<file path="src/rtl/core/crrs_pkg.sv">
// Package for the cube ratio root search unit: widths, reset values,
// sequencer state types and the multiplier request/response structs.
// No dependencies.
package crrs_pkg;

   localparam int CAND_W   = 40;           // candidate and echo width
   localparam int ROOT_W   = 42;           // root width
   localparam int CNT_W    = 40;           // hit counter width
   localparam int SUM_W    = ROOT_W + 2;   // headroom for probe arithmetic
   localparam int STEP_W   = ROOT_W + 1;   // gallop step width
   localparam int WIDE_W   = 128;          // cube and target width
   localparam int OP_W     = 64;           // second multiplier operand width
   localparam int LIMB_W   = 32;           // partial product limb width
   localparam int RATIO_W  = 8;
   localparam int GAP_W    = 4;
   localparam int CSR_IDX_W = 2;
   localparam int CSR_DATA_W = 8;

   localparam int Y_WIDTH_DEFAULT = 40;

   localparam logic [RATIO_W-1:0] RATIO_RESET   = 8'd25;
   localparam logic [GAP_W-1:0]   MIN_GAP_RESET = 4'd3;

   localparam logic [ROOT_W-1:0] ROOT_MAX = {ROOT_W{1'b1}};
   localparam logic [ROOT_W-1:0] ROOT_ONE = ROOT_W'(1);

   localparam logic [CSR_IDX_W-1:0] CSR_RATIO   = 2'd0;
   localparam logic [CSR_IDX_W-1:0] CSR_MIN_GAP = 2'd1;

   typedef logic [CAND_W-1:0] cand_type;
   typedef logic [ROOT_W-1:0] root_type;
   typedef logic [CNT_W-1:0]  cnt_type;
   typedef logic [SUM_W-1:0]  sum_type;
   typedef logic [STEP_W-1:0] step_type;
   typedef logic [WIDE_W-1:0] wide_type;
   typedef logic [OP_W-1:0]   op_type;

   typedef enum logic [3:0] {
      S_IDLE,
      S_T1,       // (y-1)*y
      S_T2,       // *(y+1)
      S_T3,       // *ratio
      S_E1,       // (p-1)*p
      S_E2,       // *(p+1)
      S_DECIDE,
      S_NEXT,
      S_FINISH
   } state_type;

   typedef enum logic [2:0] {
      PH_START,
      PH_GDOWN,
      PH_GUP,
      PH_BISECT,
      PH_CHECK
   } phase_type;

   typedef struct packed {
      logic     start;
      wide_type a;
      op_type   b;
   } mul_req_type;

   typedef struct packed {
      logic     done;
      wide_type product;
   } mul_rsp_type;

endpackage

</file>
<file path="src/rtl/core/crrs_mul.sv">
// Limb-serial 128 x 64 multiplier, product truncated to 128 bits.
// One 32 x 32 partial product per cycle, registered, then accumulated.
// Depends on crrs_pkg.
module crrs_mul (
   input  logic                  clock,
   input  logic                  reset,
   input  crrs_pkg::mul_req_type req,
   output crrs_pkg::mul_rsp_type rsp
);
   import crrs_pkg::*;

   wide_type          a_ff, a_in;
   op_type            b_ff, b_in;
   logic [2:0]        cnt_ff, cnt_in;
   logic              issue_ff, issue_in;
   logic [2*LIMB_W-1:0] prod_ff, prod_in;
   logic [2:0]        pk_ff, pk_in;
   logic              pvld_ff, pvld_in;
   logic              plast_ff, plast_in;
   wide_type          acc_ff, acc_in;
   logic              done_ff, done_in;

   logic [1:0]        idx_a;
   logic              idx_b;
   wide_type          term;

   assign idx_a = cnt_ff[2:1];
   assign idx_b = cnt_ff[0];

   // place the partial product at limb offset pk; offsets past the top drop out
   always_comb begin
      case (pk_ff)
         3'd0:    term = {64'b0, prod_ff};
         3'd1:    term = {32'b0, prod_ff, 32'b0};
         3'd2:    term = {prod_ff, 64'b0};
         3'd3:    term = {prod_ff[LIMB_W-1:0], 96'b0};
         default: term = '0;
      endcase
   end

   always_comb begin
      a_in     = a_ff;
      b_in     = b_ff;
      cnt_in   = cnt_ff;
      issue_in = issue_ff;
      prod_in  = a_ff[LIMB_W*idx_a +: LIMB_W] * b_ff[LIMB_W*idx_b +: LIMB_W];
      pk_in    = 3'({1'b0, idx_a} + {2'b0, idx_b});
      pvld_in  = 1'b0;
      plast_in = 1'b0;
      acc_in   = acc_ff;
      done_in  = 1'b0;
      if (req.start) begin
         a_in     = req.a;
         b_in     = req.b;
         cnt_in   = '0;
         issue_in = 1'b1;
         acc_in   = '0;
      end else begin
         if (issue_ff) begin
            pvld_in  = 1'b1;
            plast_in = (cnt_ff == 3'd7);
            cnt_in   = cnt_ff + 3'd1;
            if (cnt_ff == 3'd7) begin
               issue_in = 1'b0;
            end
         end
         if (pvld_ff) begin
            acc_in  = acc_ff + term;
            done_in = plast_ff;
         end
      end
   end

   always_ff @(posedge clock) begin
      if (reset) begin
         issue_ff <= 1'b0;
         pvld_ff  <= 1'b0;
         plast_ff <= 1'b0;
         done_ff  <= 1'b0;
         cnt_ff   <= '0;
      end else begin
         issue_ff <= issue_in;
         pvld_ff  <= pvld_in;
         plast_ff <= plast_in;
         done_ff  <= done_in;
         cnt_ff   <= cnt_in;
      end
      a_ff    <= a_in;
      b_ff    <= b_in;
      prod_ff <= prod_in;
      pk_ff   <= pk_in;
      acc_ff  <= acc_in;
   end

   assign rsp = {done_ff, acc_ff};

endmodule

</file>
<file path="config.mk">
export PLATFORM = sky130hd
export DESIGN_NAME = crrs_mul
export DESIGN_NICKNAME = d
export VERILOG_FILES = /design/src/rtl/core/crrs_pkg.sv /design/src/rtl/core/crrs_mul.sv
export SDC_FILE = /design/constraint.sdc
export NUM_CORES = 2
export LEC_CHECK = 0
export CORE_MARGIN = 8
export CORE_UTILIZATION = 65
export DETAILED_ROUTE_END_ITERATION = 6
export DONT_BUFFER_PORTS = 1
export PLACE_DENSITY = 0.81
export SYNTH_ARGS = -nofsm -noshare
export SYNTH_HDL_FRONTEND = slang
export SYNTH_SLANG_ARGS = --single-unit
</file>
<file path="constraint.sdc">
create_clock -name clock -period 11.17 [get_ports clock]
set_input_delay 1.117 -clock clock [delete_from_list [all_inputs] [get_ports clock]]
set_output_delay 1.117 -clock clock [all_outputs]
set_load 0.02 [all_outputs]
</file>
==> summary.md <==
| Metric | Value |
|---|---|
| Relative slew margins | `7.118%` |
| DP Wirelength | `153200 µm` |
| Final Hold Fails | `0` |
| CTS Hold Buffers Added | `0` |
| Period Utilization, post-route | `85.09%` |
| R2r startpoint | `cnt_ff[1]` |
| Area Growth Syn to Fin | `4.598%` |
| Most frequent cell on the critical path | `fa_1` |
| Initial antenna violation count | `4` |
| Post-layout min period | `9.504 ns` |
| Post-synth EDFFs | `192` |
| Die width | `306.9 µm` |
| CTS Buf Count | `44` |
| Synthesized Nets | `7622` |
| RSZ-0062 raised after global routing | `no` |
| Post-layout util | `68.74%` |
| Slowest stage cell, crit path | `o21ai_2` |
| Worst skew pair latency | `0.63 ns` |
| Port bufs | `0` |
| Status | `completed` |
| Largest cells by area after synthesis | `fa_1, edfxtp_1, ha_1` |
| Post-Synthesis Cell Area | `55000 µm²` |
| Cells after DPL | `7034` |
| Drt via density | `6.436` |
| Setup total negative slack | `0 ns` |
| Initial detailed-routing violation count | `5433` |
| Io pins | `324` |
| Gates resized, CTS repair | `0` |
| Layout cell share with drive strength beyond 1 | `4.834%` |
| Post-synth top flop | `dfxtp_1` |
| Post-CTS setup buffer count | `0` |
| R2r endpoint | `prod_ff[61]` |
| Routed len/inst | `27.42 µm` |
| Crit Path Category | `reg2reg` |
| Drc violations | `0` |
| Critical Path Fanout Max | `51` |
| CP max stage delay | `0.91 ns` |
| Placed instance area | `56030 µm²` |
| Leading area contributor after synthesis | `fa_1` |
| Total core area | `83690 µm²` |
| Row Count | `106` |
| Worst Tran Pin Value | `1.366 ns` |
| Clock buffer depth | `3` |
| Initial DRT Pass Iterations | `7` |
| YS warnings | `0` |
| Reg2reg path depth | `28` |
| Final setup viols | `0` |
| R2R Setup Slk | `1.67 ns` |
| Synth top area share | `32.65%` |
| Worst hold path type | `reg2reg` |
| Seq/Total Area, Yosys | `17.84%` |
| CTS tree | `yes` |
| Floorplan die height | `306.9 µm` |
| Final #Nets | `7430` |
| Post-Layout Cell Count | `7115` |
| Vias in the first global route | `46.87k` |
| Final WL | `195100 µm` |
| Max Fclk | `0.1052 GHz` |
| Unique masters post-synth | `79` |
| Seq cells post-synth | `394` |
| Via count | `45.79k` |
| First-pass GRT wire length | `289000 µm` |
| Total track usage | `41.01%` |
| Largest net degree at the start of global routing | `272` |
| Hold Crit Endpoint | `done_ff` |
| Max Cap Viol | `0` |
| Clk_skew | `0.03304 ns` |
| # clock sinks | `394` |
| Clock slew at reported path FFs | `0.07 ns` |
| Max-slew violations | `0` |
| CTS H-tree lvls | `2` |
| Worst hold path depth | `1` |
| Crit path arrival time | `10.02 ns` |
| Starting density of the core | `65.71%` |
| Synth Instances | `6138` |
| Root Buffer Master | `clkbuf_16` |
| Most frequent cells after synthesis | `inv_1, fa_1, nor2_1, nand2_1, ha_1` |
| Syn Area/Cell | `8.960 µm²` |
| Placer Congestion | `1.094` |
| Count leader, synth | `inv_1` |
| Die Area | `94170 µm²` |
| Final Cell Area | `57520 µm²` |
| HP Start | `plast_ff` |
| Congestion Overflow GR | `0` |
| Endpoint class of the critical path | `flop` |
| Fraction of registers with async set/reset | `0%` |
| Routed Antenna Nets | `0` |
| Worst Setup Start Kind | `flop` |
| Worst path required time | `11.69 ns` |
## layer usage
metal | up-vias | GRT usage [%] | wire (µm)
li1 | 19382 | - | -
met1 | 22246 | 48.98 | 67200
met2 | 3290 | 63.03 | 84360
met3 | 865 | 14.47 | 26750
met4 | 6 | 26.48 | 16750
met5 | - | 0 | 47
## critical path: cells and delay by family, from the launching register on
family | cells | cell delay, ns
xor+xnor | 1 | 0.14
flops | 1 | 0.87
mux | 1 | 0.43
fa+ha+maj | 9 | 4.37
compound gates | 8 | 2.53
buf+inv | 5 | 0.51
simple gates | 4 | 0.50
## worst max path at each step
stage,startpoint,slack (ns),cells past startpoint,end
6_report,cnt_ff[1],1.67,28,prod_ff[61]
5_1_grt,cnt_ff[1],1.39,25,prod_ff[43]
4_1_cts,cnt_ff[1],1.80,27,prod_ff[61]
3_5_place_dp,cnt_ff[1],1.80,27,prod_ff[61]
3_3_place_gp,cnt_ff[1],1.86,27,prod_ff[61]
2_1_floorplan,cnt_ff[1],2.33,33,prod_ff[61]
## cell usage in the layout, fill, tap and decap left out, drive strengths merged, types with 11 or more instances in the layout
master	instances
a211oi	25
fa	897
nand2	715
and2	45
nand3	46
o21ai	236
a21boi	17
nor2b	18
nand4	81
xor2	68
inv	922
and3	19
o31ai	20
a21o	97
mux2i	126
o211ai	13
mux2	63
nor3	41
dfxtp	202
buf	95
xnor2	108
a22o	103
edfxtp	192
a31oi	20
o21a	53
a211o	11
o21bai	47
nor2	814
a21oi	278
clkbuf	56
nand2b	23
ha	392
## final cells by class
type	instances	area, µm²
clock buffer	56	1186
timing repair buffer	95	713.2
tap	1134	1419
multi-input combinational	4496	40640
antenna	3	7.507
sequential	394	9824
clock inverter	22	296.5
inverter	915	3435
fill	6561	26160
## state kept, by name, indices dropped and copies added (netlist names)
name      flops
plast_ff      1
done_ff       1
issue_ff      1
cnt_ff        3
prod_ff      64
pk_ff         3
pvld_ff       1
b_ff         64
acc_ff      128
a_ff        128
## through the flow
stage                     setup WS (ns)  hold slack [ns]
after floorplan                   2.334           0.4380
after global placement            1.859           0.5253
after detailed placement          1.795           0.5213
after CTS                         1.799           0.5213
after global routing              1.387           0.5375
final                             1.666           0.5387
## cell families after synthesis
| group | synth area share [%] |
|---|---|
| and+or+nand+nor | 14.16 |
| AOI/OAI and AO/OA | 11.50 |
| DFF | 17.84 |
| buffers and inverters | 8.545 |
| muxes | 3.583 |
| adders and majority gates | 41.57 |
| xor gates and xnor gates | 2.803 |
Power is left out: the tool's default activity adds up to more than one toggle a clock period on the data nets, which glitch-free logic cannot reach.
